--- config.mk ---
export PLATFORM = sky130hd
export DESIGN_NAME = gimbal_serial_frame_parser_top
export DESIGN_NICKNAME = d
export VERILOG_FILES = /design/src/sv/gsfp_pkg.sv /design/src/sv/gimbal_serial_frame_parser_top.sv
export SDC_FILE = /design/constraint.sdc
export NUM_CORES = 1
export LEC_CHECK = 0
export BUFFER_PORTS_ARGS = -buffer_cell sky130_fd_sc_hd__buf_2
export CAP_MARGIN = 0
export CORE_MARGIN = 3
export CORE_UTILIZATION = 44
export DETAILED_ROUTE_END_ITERATION = 7
export GPL_TIMING_DRIVEN = 0
export PLACE_DENSITY = 0.67
export SLEW_MARGIN = 10
export SYNTH_ARGS = -nofsm -noshare
export SYNTH_HDL_FRONTEND = slang
export SYNTH_SLANG_ARGS = --single-unit
--- constraint.sdc ---
create_clock -name clk -period 40.5 [get_ports clk]
set_clock_uncertainty 0.15 [all_clocks]
set_input_delay 4.05 -clock clk [delete_from_list [all_inputs] [get_ports clk]]
set_output_delay 4.05 -clock clk [all_outputs]
set_load 0.03 [all_outputs]
--- src/sv/gsfp_pkg.sv ---
package gsfp_pkg;

  localparam int MAX_FRAME_LEN = 64;
  localparam int MIN_FRAME_LEN = 4;
  localparam int BLEN_W        = $clog2(MAX_FRAME_LEN - 1);

  localparam logic [7:0] HEADER_BYTE   = 8'hAA;
  localparam logic [7:0] CMD_ATTITUDE  = 8'h14;
  localparam logic [7:0] CMD_HEARTBEAT = 8'h15;

  // Attitude frames need this many body bytes; bytes 0..ATT_SPAN-1 carry payload.
  localparam int ATT_MIN_BODY = 43;
  localparam int ATT_SPAN     = 42;
  localparam int MODE_INDEX   = 13;

  localparam int           TALLY_W       = 17;
  localparam int           LIMIT_W       = 16;
  localparam logic [15:0]  LIMIT_RESET   = 16'd5000;
  localparam logic [2:0]   MODE_MAX      = 3'd4;
  localparam logic [2:0]   MODE_FALLBACK = 3'd1;

  typedef enum logic [1:0] {
    PH_HUNT = 2'd0,
    PH_LEN  = 2'd1,
    PH_BODY = 2'd2
  } phase_t;

  typedef enum logic [1:0] {
    KIND_ATTITUDE  = 2'd0,
    KIND_HEARTBEAT = 2'd1,
    KIND_RECONNECT = 2'd2
  } kind_t;

  typedef struct packed {
    kind_t       frame_kind;
    logic [2:0]  gimbal_mode;
    logic [31:0] pitch_bits;
    logic [31:0] yaw_bits;
    logic [31:0] quat_w_bits;
    logic [31:0] quat_x_bits;
    logic [31:0] quat_y_bits;
    logic [31:0] quat_z_bits;
    logic [31:0] yaw_rate_bits;
    logic [31:0] pitch_rate_bits;
    logic [31:0] projectile_speed_bits;
  } result_t;

endpackage

--- src/sv/gimbal_serial_frame_parser_top.sv ---
// Gimbal serial frame parser.
//
// Input channel (in_valid / in_stall): one received byte per transfer, or a
// line-error event when in_line_error is set. The parser hunts for header
// 0xAA, takes a frame length byte (4..64) and collects the body. Attitude and
// heartbeat frames produce one result; bad frames and line errors raise an
// error tally, and once it passes cfg_wr_data's limit a reconnect request is
// produced and the tally restarts.
//
// Result channel (out_valid / out_stall): a byte's result is registered in the
// output register, or in the skid register while out_stall holds it. One byte is
// taken every cycle while in_stall is low; all decoding for a byte sits between
// the input port and the output register. A skid register behind the output
// register lets one more result land while the receiver stalls; in_stall rises
// only while the skid register is occupied.
//
// Reset (rst_n low at a clock edge): the parser goes back to hunting, the
// tally clears, the limit returns to 5000 and both result registers empty.
module gimbal_serial_frame_parser_top (
  input  logic                      clk,
  input  logic                      rst_n,
  input  logic                      cfg_wr_en,
  input  logic [15:0]               cfg_wr_data,
  input  logic                      in_valid,
  output logic                      in_stall,
  input  logic [7:0]                in_rx_byte,
  input  logic                      in_line_error,
  output logic                      out_valid,
  input  logic                      out_stall,
  output logic [1:0]                out_frame_kind,
  output logic [2:0]                out_gimbal_mode,
  output logic [31:0]               out_pitch_bits,
  output logic [31:0]               out_yaw_bits,
  output logic [31:0]               out_quat_w_bits,
  output logic [31:0]               out_quat_x_bits,
  output logic [31:0]               out_quat_y_bits,
  output logic [31:0]               out_quat_z_bits,
  output logic [31:0]               out_yaw_rate_bits,
  output logic [31:0]               out_pitch_rate_bits,
  output logic [31:0]               out_projectile_speed_bits
);
  import gsfp_pkg::*;

  localparam int SH_W = ATT_SPAN * 8;

  phase_t               phase_r, phase_nxt;
  logic [TALLY_W-1:0]   tally_r, tally_nxt;
  logic [LIMIT_W-1:0]   limit_r;
  logic [BLEN_W-1:0]    blen_r, blen_nxt;
  logic [BLEN_W-1:0]    idx_r, idx_nxt;
  logic [SH_W-1:0]      sh_r, sh_nxt;
  logic [7:0]           cmd_r, cmd_nxt;

  result_t              out_r, out_nxt;
  logic                 out_valid_r, out_valid_nxt;
  result_t              skid_r, skid_nxt;
  logic                 skid_valid_r, skid_valid_nxt;

  result_t              res;
  logic                 res_v;
  logic                 accept;
  logic                 take;
  logic                 err_hit;
  logic [TALLY_W-1:0]   tally_inc;
  logic                 tally_trip;
  logic [BLEN_W-1:0]    idx_inc;
  logic [7:0]           mode_raw;

  // Stream byte k of the body sits at byte lane ATT_SPAN-1-k once the line is full.
  function automatic logic [31:0] word_at(input logic [SH_W-1:0] s, input int p);
    logic [31:0] w;
    w = '0;
    for (int k = 0; k < 4; k++) begin
      w[k*8 +: 8] = s[(ATT_SPAN - 1 - p - k)*8 +: 8];
    end
    return w;
  endfunction

  assign in_stall = skid_valid_r;
  assign accept   = in_valid & ~skid_valid_r;
  assign take     = out_valid_r & ~out_stall;

  assign tally_inc  = (tally_r == {TALLY_W{1'b1}}) ? tally_r : tally_r + 1'b1;
  assign tally_trip = tally_inc > {{(TALLY_W-LIMIT_W){1'b0}}, limit_r};
  assign idx_inc    = idx_r + 1'b1;
  assign mode_raw   = sh_r[(ATT_SPAN - 1 - MODE_INDEX)*8 +: 8];

  always_comb begin
    phase_nxt = phase_r;
    tally_nxt = tally_r;
    blen_nxt  = blen_r;
    idx_nxt   = idx_r;
    sh_nxt    = sh_r;
    cmd_nxt   = cmd_r;
    res       = '0;
    res_v     = 1'b0;
    err_hit   = 1'b0;

    if (accept) begin
      if (in_line_error) begin
        phase_nxt = PH_HUNT;
        err_hit   = 1'b1;
      end else begin
        unique case (phase_r)
          PH_HUNT: begin
            phase_nxt = (in_rx_byte == HEADER_BYTE) ? PH_LEN : PH_HUNT;
          end
          PH_LEN: begin
            if (in_rx_byte < 8'(MIN_FRAME_LEN) || in_rx_byte > 8'(MAX_FRAME_LEN)) begin
              phase_nxt = PH_HUNT;
              err_hit   = 1'b1;
            end else begin
              blen_nxt  = BLEN_W'(in_rx_byte - 8'd2);
              idx_nxt   = '0;
              phase_nxt = PH_BODY;
            end
          end
          PH_BODY: begin
            if (idx_r == '0) begin
              cmd_nxt = in_rx_byte;
            end
            // Only the first ATT_SPAN body bytes matter; stop shifting after that.
            if (idx_r < BLEN_W'(ATT_SPAN)) begin
              sh_nxt = {sh_r[SH_W-9:0], in_rx_byte};
            end
            idx_nxt = idx_inc;
            if (idx_inc >= blen_r) begin
              phase_nxt = PH_HUNT;
              if (cmd_r == CMD_ATTITUDE && blen_r >= BLEN_W'(ATT_MIN_BODY)) begin
                res.frame_kind            = KIND_ATTITUDE;
                res.gimbal_mode           = (mode_raw <= 8'(MODE_MAX)) ?
                                            mode_raw[2:0] : MODE_FALLBACK;
                res.pitch_bits            = word_at(sh_r, 1);
                res.yaw_bits              = word_at(sh_r, 9);
                res.quat_w_bits           = word_at(sh_r, 14);
                res.quat_x_bits           = word_at(sh_r, 18);
                res.quat_y_bits           = word_at(sh_r, 22);
                res.quat_z_bits           = word_at(sh_r, 26);
                res.yaw_rate_bits         = word_at(sh_r, 30);
                res.pitch_rate_bits       = word_at(sh_r, 34);
                res.projectile_speed_bits = word_at(sh_r, 38);
                res_v                     = 1'b1;
                tally_nxt                 = '0;
              end else if (cmd_r == CMD_HEARTBEAT) begin
                res.frame_kind = KIND_HEARTBEAT;
                res_v          = 1'b1;
                tally_nxt      = '0;
              end else begin
                err_hit = 1'b1;
              end
            end
          end
          default: begin
            phase_nxt = PH_HUNT;
          end
        endcase
      end
    end

    if (err_hit) begin
      if (tally_trip) begin
        res.frame_kind = KIND_RECONNECT;
        res_v          = 1'b1;
        tally_nxt      = '0;
      end else begin
        tally_nxt = tally_inc;
      end
    end
  end

  // Output register plus skid: drain skid first, park a new result when stalled.
  always_comb begin
    out_nxt        = out_r;
    out_valid_nxt  = out_valid_r;
    skid_nxt       = skid_r;
    skid_valid_nxt = skid_valid_r;
    if (skid_valid_r) begin
      if (take) begin
        out_nxt        = skid_r;
        out_valid_nxt  = 1'b1;
        skid_valid_nxt = 1'b0;
      end
    end else if (!out_valid_r || take) begin
      out_nxt       = res;
      out_valid_nxt = res_v;
    end else if (res_v) begin
      skid_nxt       = res;
      skid_valid_nxt = 1'b1;
    end
  end

  always_ff @(posedge clk) begin
    if (!rst_n) begin
      phase_r      <= PH_HUNT;
      tally_r      <= '0;
      limit_r      <= LIMIT_RESET;
      out_valid_r  <= 1'b0;
      skid_valid_r <= 1'b0;
    end else begin
      phase_r      <= phase_nxt;
      tally_r      <= tally_nxt;
      out_valid_r  <= out_valid_nxt;
      skid_valid_r <= skid_valid_nxt;
      if (cfg_wr_en) begin
        limit_r <= cfg_wr_data;
      end
    end
  end

  always_ff @(posedge clk) begin
    blen_r <= blen_nxt;
    idx_r  <= idx_nxt;
    sh_r   <= sh_nxt;
    cmd_r  <= cmd_nxt;
    out_r  <= out_nxt;
    skid_r <= skid_nxt;
  end

  assign out_valid                 = out_valid_r;
  assign out_frame_kind            = out_r.frame_kind;
  assign out_gimbal_mode           = out_r.gimbal_mode;
  assign out_pitch_bits            = out_r.pitch_bits;
  assign out_yaw_bits              = out_r.yaw_bits;
  assign out_quat_w_bits           = out_r.quat_w_bits;
  assign out_quat_x_bits           = out_r.quat_x_bits;
  assign out_quat_y_bits           = out_r.quat_y_bits;
  assign out_quat_z_bits           = out_r.quat_z_bits;
  assign out_yaw_rate_bits         = out_r.yaw_rate_bits;
  assign out_pitch_rate_bits       = out_r.pitch_rate_bits;
  assign out_projectile_speed_bits = out_r.projectile_speed_bits;

  a_skid_needs_out: assert property (@(posedge clk) disable iff (!rst_n)
    skid_valid_r |-> out_valid_r)
    else $error("skid register holds a result while output register is empty");

  a_skid_drains: assert property (@(posedge clk) disable iff (!rst_n)
    (skid_valid_r && !out_stall) |=> (out_valid_r && !skid_valid_r))
    else $error("skid register did not move into output register");

  a_line_error_hunts: assert property (@(posedge clk) disable iff (!rst_n)
    (accept && in_line_error) |=> (phase_r == PH_HUNT))
    else $error("line error did not return parser to hunting");

  a_reconnect_clean: assert property (@(posedge clk) disable iff (!rst_n)
    (out_valid_r && out_r.frame_kind == KIND_RECONNECT) |->
      (out_r.gimbal_mode == '0 && out_r.pitch_bits == '0 && out_r.yaw_bits == '0))
    else $error("reconnect request carries nonzero payload");

  a_result_clears_tally: assert property (@(posedge clk) disable iff (!rst_n)
    (accept && res_v) |=> (tally_r == '0))
    else $error("error tally not cleared after a result");

endmodule

# Yosys cells after proc, flatten, opt, wreduce, memory -nomap -nowiden
# Index checks and enable logic that the tools add are counted.
[classes]
n_div = 0
n_bitwise = 7
addsub = 3
n_shift = 0
order_cmp = 7
reduce_logical = 20
n_eq_ne = 10
mul = 0
n_mux = 51
[op_table]
columns = ["cell", "count"]
rows = [
  ["2-to-1 mux 292 bit", 4],
  ["2-to-1 mux 293 bit", 3],
  ["2-to-1 mux 291 bit", 1],
  ["2-to-1 mux 17 bit", 9],
  ["2-to-1 mux 1 bit", 24],
  ["adder 17 x 1 -> 17 bit (second input constant)", 1],
  ["== test 17 bit (second input constant)", 1],
  ["greater-than comparator 17 x 16 -> 1 bit", 1],
  ["== test 8 x 5 -> 1 bit (second input constant)", 2],
  ["AND reduction 4 bit", 4],
  ["one-hot mux 6 bit (2 select lines)", 1],
  ["2-to-1 mux 2 bit", 5],
  ["nonzero test 2 bit", 5],
  ["== test 8 bit (second input constant)", 1],
  ["greater-than comparator 8 x 7 -> 1 bit (second input constant)", 1],
  ["<= comparator 8 x 3 -> 1 bit (second input constant)", 1],
  ["< comparator 8 x 3 -> 1 bit (second input constant)", 1],
  ["adder 6 x 1 -> 6 bit (second input constant)", 1],
  ["greater-or-equal comparator 6 bit", 1],
  ["greater-or-equal comparator 6 bit (second input constant)", 1],
  ["logical NOT 6 bit", 1],
  ["< comparator 6 bit (second input constant)", 1],
  ["2-to-1 mux 6 bit", 1],
  ["one-hot mux 2 bit (3 select lines)", 1],
  ["other kinds (18)", 26],
]
[totals]
mem_bits_rw = 0
word_cells = 129
input_bits = 30
n_memories = 0
latch_bits = 0
output_inout_bits = 295
ff_bits = 971
romBits = 0

# Longest topological paths before layout
# Gate-level depths: netlist of run 1.
[depth]
depth_word = 12
depth_mapped = 16
mapped_depth_nobuf = 15

# Least setup slack after synthesis of run 1
# No wires, ideal clock.
[synth_timing]
kind = "input-to-reg"
startpoint = "in in_valid"
endpoint = "reg sh_r[0], enable pin"
required_time_ns = 39.223
path_slack_ns = 19.003
stages = 4
t_arrival_ns = 20.220
n_path_buf = 0
setup_time_ns = 1.127
path_cell_list = "nor2b_4 and2b_1 nand2_1 a21oi_1"
[synth_between]
elab_chain_cells = 2
[synth_lines]
columns = ["element", "line", "text"]
rows = [
  ["from (decl)", "gimbal_serial_frame_parser_top.sv:24", "input logic in_valid,"],
  ["AND 1 bit", "gimbal_serial_frame_parser_top.sv:80", "assign accept = in_valid & ~skid_valid_r;"],
  ["AND reduction 4 bit (no source line)", "-", ""],
  ["to (signal assigned)", "gimbal_serial_frame_parser_top.sv:213", "sh_r <= sh_nxt;"],
  ["to (decl)", "gimbal_serial_frame_parser_top.sv:51", "logic [SH_W-1:0] sh_r, sh_nxt;"],
]
# Every way passes these cells.
# A chain may end at the register's enable or synchronous reset.

# Worst setup path in the final report of run 1
[layout_timing]
startpoint = "in in_valid"
endpoint = "reg skid_r[149] (netlist name), enable pin"
[layout_between]
elab_chain_cells = 5
word_cells_on_any_way = 6
cone_classes = "mux (4); bitwise (1); reduce/logical (1)"
[layout_lines]
columns = ["element", "line", "text"]
rows = [
  ["AND 1 bit *", "gimbal_serial_frame_parser_top.sv:80", ""],
  ["2-to-1 mux 1 bit", "gimbal_serial_frame_parser_top.sv:99", "if (accept) begin"],
  ["2-to-1 mux 1 bit", "gimbal_serial_frame_parser_top.sv:161", "if (tally_trip) begin"],
  ["2-to-1 mux 1 bit *", "gimbal_serial_frame_parser_top.sv:160", "if (err_hit) begin"],
  ["AND reduction 3 bit (no source line) *", "-", ""],
  ["to (signal assigned)", "gimbal_serial_frame_parser_top.sv:216", "skid_r <= skid_nxt;"],
  ["to (decl)", "gimbal_serial_frame_parser_top.sv:56", "result_t skid_r, skid_nxt;"],
]
# Mark *: on every way between the ends. The rest lies on a longest branch, timed or not.

==> results of run 1 <==
-- Yosys cell counts, types with 2 or more instances --
cell type  number
a211o_1         2
a211oi_1        3
a21boi_1        4
a21o_1        294
a21oi_1        10
a22oi_1        13
and2_1        297
and3_1          7
buf_2           2
buf_4           2
buf_6           4
clkbuf_1       37
clkbuf_2       27
dfxtp_1        37
edfxtp_1      934
ha_1           29
inv_1          32
mux2i_1        12
nand2_1        23
nand2b_1        3
nand3_1        17
nand4_1         3
nor2_1         23
nor2b_1        29
nor3_1          4
nor4_1          6
nor4b_1         2
o211ai_1        5
o21a_1          3
o21ai_0        12
o31a_1          2
or2_2           6
xnor2_1        10
xor2_1          6
-- critical path, delay by kind of cell --
family	cells	cell delay [ps]
and+or+nand+nor	6	2140
buffers and inverters	4	870
-- worst paths after layout --
kind         cells past startpoint       start           to  slack, ps
max                             10    in_valid  skid_r[149]      33580
min                              0   sh_r[271]    sh_r[279]        270
max reg2reg                     17  tally_r[6]  skid_r[149]      34800
min reg2reg                      0   sh_r[271]    sh_r[279]        270
-- cell families (layout without fill, tap and decap cells) --
group | count (synthesis) | in the layout | share of synthesized area
other cells | 0 | 3 | 0
simple gates | 429 | 429 | 0.0737
buf+inv | 105 | 644 | 0.0133
fa+ha+maj | 29 | 29 | 0.0103
xor+xnor | 16 | 16 | 0.00398
flops | 971 | 971 | 0.819
compound gates | 360 | 360 | 0.0764
mux | 13 | 13 | 0.00374
-- flip-flops by register name, summed over array words and instances (netlist names), 3 cells and up --
name and flops:
out_quat_y_bits 32, limit_r 16, idx_r 6, cmd_r 8
out_yaw_rate_bits 32, out_gimbal_mode 3, out_pitch_rate_bits 32, out_projectile_speed_bits 32
out_quat_w_bits 32, skid_r 293, blen_r 6, tally_r 17
sh_r 328, out_pitch_bits 32, out_quat_z_bits 32, out_yaw_bits 32
out_quat_x_bits 32
-- cell type report --
cell class              count  area (µm²)
plain buffers              73         348
well taps                1050        1310
clock inverters            61         678
flip-flops and latches    971       28800
fillers                  6332       37000
inverters                  32         120
repair buffers            354        2350
clock buffers             124        2570
diodes                      3        7.51
multi-input cells         847        5940
-- power by group --
group / switching, mW / internal [mW]
clock: 0.375 / 0.530
combinational: 0.00542 / 0.00422
sequential: 0.000595 / 1.08
total: 0.381 / 1.62
-- routing by layer --
layer	global-route usage	share of wire
met5	0	0
met2	0.281	0.48
met4	0.0523	0.029
met1	0.224	0.42
met3	0.0504	0.073
==> summary.md, run 1 <==
| Metric | Value |
|---|---|
| Most common cell on crit path | `buf_12` |
| CTS Buf Count | `98` |
| Crit. End Element | `flop` |
| Share of layout cells above drive strength 1 | `0.223` |
| Ys async rst share | `0` |
| Area grow syn2layout | `19.8%` |
| Crit path launch type | `input pin` |
| Total congestion overflow | `0` |
| Synth Cell Area | `0.0352 mm²` |
| Worst IR drop on VDD | `37.4 µV` |
| Global-route wire length before repair | `between 100 and 150 mm` |
| Initial antenna violation count | `3` |
| Worst-Skew Late Latency | `between 600 and 700 ps` |
| Most common cell after layout, fill and taps aside | `edfxtp_1` |
| Post_cts resized | `0` |
| CP required | `40680 ps` |
| First-iteration detailed-routing DRC count | `between 1k and 1.5k` |
| Post-Place Setup Slack | `approximately 33000 ps` |
| Clock slew at reported path FFs | `60 ps` |
| WL per Instance | `approximately 21 µm` |
| Num rows | `between 100 and 150` |
| Ys flop type | `edfxtp_1` |
| Root Buffer | `clkbuf_16` |
| PD cells | `47.5 mW/mm²` |
| Syn_area_per_cell | `18.3 µm²` |
| Via density | `5.04` |
| Clock Sinks | `a little under 1k` |
| Commonest non-fill, non-tap cells in the layout | `edfxtp_1, buf_2, and2_1, a21o_1, clkbuf_16` |
| Post-layout minimum cycle time | `6920 ps` |
| ANT nets after route | `0` |
| Synth Instances | `approximately 1.9k` |
| Initial core utilization | `0.444` |
| Max-slew violations | `0` |
| Largest net degree at the start of global routing | `70` |
| Vias in the first global route | `18.2k` |
| Fin util | `0.532` |
| Die Width | `a little under 300 µm` |
| HPWL after detailed placement | `50.0 mm` |
| Sequential element share of the synthesized area | `0.819` |
| Core area | `between 0.07 and 0.08 mm²` |
| Pre-Repair DR Iteration Count | `5` |
| Hold Fails Final Rpt | `0` |
| Setup CP Type | `in -> reg` |
| Setup tns final | `0 ps` |
| Crit-path cells | `buf_2 > nor2b_4 > and2b_1 > nand2_1 > nor4_1 > nor2_1 > nor2_4 > buf_12 > buf_12 > buf_12` |
| # IOs | `around 330` |
| Via Count | `between 15k and 20k` |
| RSZ-0062 raised after global routing | `false` |
| Yosys cell types | `between 50 and 60` |
| Fmax | `144 MHz` |
| Die Y | `289 µm` |
| CP Data Arrival Time | `7110 ps` |
| Synth warnings | `0` |
| H-tree levels | `3` |
| Rel. slew slack | `0.359` |
| Pleak | `approximately 18 nW` |
| Post-CTS Hold Fix Bufs | `0` |
| CP Max Fanout | `31` |
| Filler-free cell count of the finished design | `approximately 3.5k` |
| Area leader, netlist | `edfxtp_1` |
| Status | `complete, no violations` |
| Class of the worst hold path | `reg -> reg` |
| Synth top area cells | `edfxtp_1, a21o_1, and2_1` |
| Tot Pwr | `2.00 mW` |
| Nets | `roughly 2.4k` |
| Die Area | `0.0834 mm²` |
| Final setup vio count | `0` |
| Setup ws final | `33580 ps` |
| CTS tree | `built` |
| Slowest cell on the critical path | `nor4_1` |
| Setup Fix Bufs, Post-CTS | `0` |
| Post-Route WL | `72.8 mm` |
| Clk buf depth | `3` |
| WHS | `266 ps` |
| Post-synth EDFFs | `934` |
| Post-route clock period utilization | `0.171` |
| Global Route Usage Sum | `0.172` |
| Post-synth net total | `approximately 2k` |
| Post-route DRC violation count | `0` |
| Port bufs | `323` |
| Placed Cells | `3327` |
| Max Cap Violations | `0` |
| Routability cong. | `0.812` |
| Share of the synthesized area in the top cell type | `0.798` |
| Crit-path max cell delay | `760 ps` |
| Register bit total from synthesis | `971` |
| Cell Area, Placed | `0.0389 mm²` |
| Cell area after layout | `around 0.042 mm²` |
| Worst Max-Slew Pin Slew | `slightly below 1000 ps` |
(Power assumes the default switching activity.)
==> inputs of run 2 (changes only) <==
- clock period: 40.5 -> 6.75 ns (I/O delays scaled with it)
==> run 2 against run 1 <==
Via count rose by 0.45%. Sequential power rose to 6.0 times the previous value. Register-to-register slack got worse by 33000 ps. Count of clock-buffer cells in the layout fell by 7. First-iteration DRC count rose by 7.2%. Critical path depth rose by 8. Sequential share of layout area fell by 0.37 points. Worst setup slack got worse by 32000 ps. Non-clock buffer count rose by 2. Core utilization rose by 0.31 points. Final cell count did not move. Critical path type is now reg -> reg. Critical endpoint is now skid_r[141]. Largest power group unchanged. Highest routed layer unchanged.
==> summary.md, run 2 (synthesis results as in run 1) <==
| Metric | Value |
|---|---|
| Status | `complete, no violations` |
| Global-route wire length before repair | `110 mm (+1.2%)` |
| Post_cts resized | `0 (unchanged)` |
| Initial antenna violation count | `0 (-3)` |
| Filler-free cell count of the finished design | `3515 (unchanged)` |
| Post-route DRC violation count | `0 (unchanged)` |
| Routability cong. | `0.807 (-0.62%)` |
| Hold Fails Final Rpt | `0 (unchanged)` |
| Post-layout minimum cycle time | `5270 ps` |
| Cell area after layout | `0.0424 mm² (+0.58%)` |
| Fmax | `190 MHz` |
| Max-slew violations | `0 (unchanged)` |
| CTS tree | `built` |
| # IOs | `325 (unchanged)` |
| Placed Cells | `3329 (+0.060%)` |
| HPWL after detailed placement | `50.6 mm (+1.3%)` |
| Reg2reg setup slack | `1480 ps (-33320 ps)` |
| Worst IR drop on VDD | `221 µV (+490%)` |
| Final setup vio count | `0 (unchanged)` |
| Top Registers | `sh_r: 328 flops, skid_r: 293 flops` |
| Class of the worst hold path | `in -> reg` |
| Crit-path max cell delay | `610 ps (-150 ps)` |
| Global Route Usage Sum | `0.175 (+0.00264)` |
| Setup tns final | `0 ps (unchanged)` |
| WL per Instance | `20.9 µm (+0.78%)` |
| First-iteration detailed-routing DRC count | `1278 (+7.2%)` |
| Root Buffer | `clkbuf_16` |
| Reg with most FFs | `sh_r` |
| Clock slew at reported path FFs | `60 ps (about the same)` |
| Crit. End Element | `flop` |
| Num rows | `103 (unchanged)` |
| Tot Pwr | `12.0 mW (+500%)` |
| FILL cells | `6296 (-0.57%)` |
| ANT nets after route | `0 (unchanged)` |
| CP Data Arrival Time | `5460 ps (-1650 ps)` |
| Crit path launch type | `flop` |
| Pleak | `18.1 nW (+0.15%)` |
| WHS | `130 ps (-136 ps)` |
| Core area | `0.0791 mm² (unchanged)` |
| H-tree levels | `3 (unchanged)` |
| PD cells | `284 mW/mm² (+500%)` |
| Post-CTS Hold Fix Bufs | `0 (unchanged)` |
| Most common cell on crit path | `buf_12` |
| Setup Fix Bufs, Post-CTS | `0 (unchanged)` |
| Cell Area, Placed | `0.0390 mm² (+0.48%)` |
| Pre-Repair DR Iteration Count | `5 (unchanged)` |
| CP required | `6950 ps (-33730 ps)` |
| Setup CP Type | `reg -> reg` |
| Largest net degree at the start of global routing | `61 (-13%)` |
| Setup ws final | `1480 ps (-32090 ps)` |
| Crit-path cells | `nand3_2 > nor4_4 > a21oi_2 > nand3_1 > nor2_1 > or2_4 > ha_4 > nand4_1 > nor3_2 > a32oi_2 > a31oi_4 > a2bb2oi_2 > nor2_2 > nor2_4 > buf_12 > buf_12 > buf_12 > buf_12` |
| Port bufs | `323 (unchanged)` |
| Vias in the first global route | `18.3k (+0.70%)` |
| Max Cap Violations | `0 (unchanged)` |
| Area grow syn2layout | `20.4%` |
| Clk buf depth | `3 (unchanged)` |
| Clock Sinks | `971 (unchanged)` |
| Die Width | `289 µm (unchanged)` |
| Most common cell after layout, fill and taps aside | `edfxtp_1` |
| Via Count | `17.8k (+0.45%)` |
| Largest register FFs | `328 (unchanged)` |
| Worst Max-Slew Pin Slew | `847 ps (-115 ps)` |
| Post-Place Setup Slack | `1410 ps (-31510 ps)` |
| Share of layout cells above drive strength 1 | `0.237 (+0.0141)` |
| Post-route clock period utilization | `0.780` |
| Commonest non-fill, non-tap cells in the layout | `edfxtp_1, buf_2, and2_1, a21o_1, clkbuf_16` |
| Nets | `2438 (+0.082%)` |
| Via density | `5.06 (+0.45%)` |
| Slowest cell on the critical path | `nor2_4` |
| CTS Buf Count | `98 (unchanged)` |
| Worst-Skew Late Latency | `640 ps (-30 ps)` |
| Die Y | `289 µm (unchanged)` |
| Post-Route WL | `73.4 mm (+0.78%)` |
| CP Max Fanout | `28 (-9.7%)` |
| Total congestion overflow | `0 (unchanged)` |
| Initial core utilization | `0.444 (unchanged)` |
| Fin util | `0.535 (+0.00307)` |
| Rel. slew slack | `0.436 (+0.0767)` |
| RSZ-0062 raised after global routing | `false` |
| Die Area | `0.0834 mm² (unchanged)` |
run 2: layout make-up:
type | instances | area, µm² | share of cell area
sequential | 971 | 28800 | 0.680
tap | 1050 | 1310 | 0.0310
clock inverter | 67 | 774 | 0.0183
antenna | 2 | 5.00 | 0.000118
clock buffer | 117 | 2530 | 0.0598
multi-input combinational | 847 | 6080 | 0.143
buffer | 73 | 348 | 0.00821
timing repair buffer | 356 | 2390 | 0.0564
inverter | 32 | 120 | 0.00284
run 2: layer usage:
layer,vias to the layer above,global-route usage,share of wire
li1,8218,-,-
met1,8952,0.234,0.42
met2,512,0.278,0.48
met3,104,0.0468,0.074
met4,0,0.0615,0.028
met5,-,0,0
run 2: worst paths after layout:
path,cells past startpoint,to,from
min,3,limit_r[3],cfg_wr_data[3]
max,18,skid_r[141],tally_r[3]
max reg2reg,18,skid_r[141],tally_r[3]
min reg2reg,0,sh_r[298],sh_r[290]
run 2: power by group:
group	internal, mW	leakage (nW)	switching [mW]
clock	3.17	1.58	2.30
combinational	0.0264	7.44	0.0338
sequential	6.51	9.08	0.00377
run 2: critical path, delay by kind of cell, from the launching register on:
family | cells | cell delay, ps
and+or+nand+nor | 9 | 2270
buffers and inverters | 4 | 940
adders and majority gates | 1 | 270
AOI/OAI and AO/OA | 4 | 860
DFF | 1 | 430
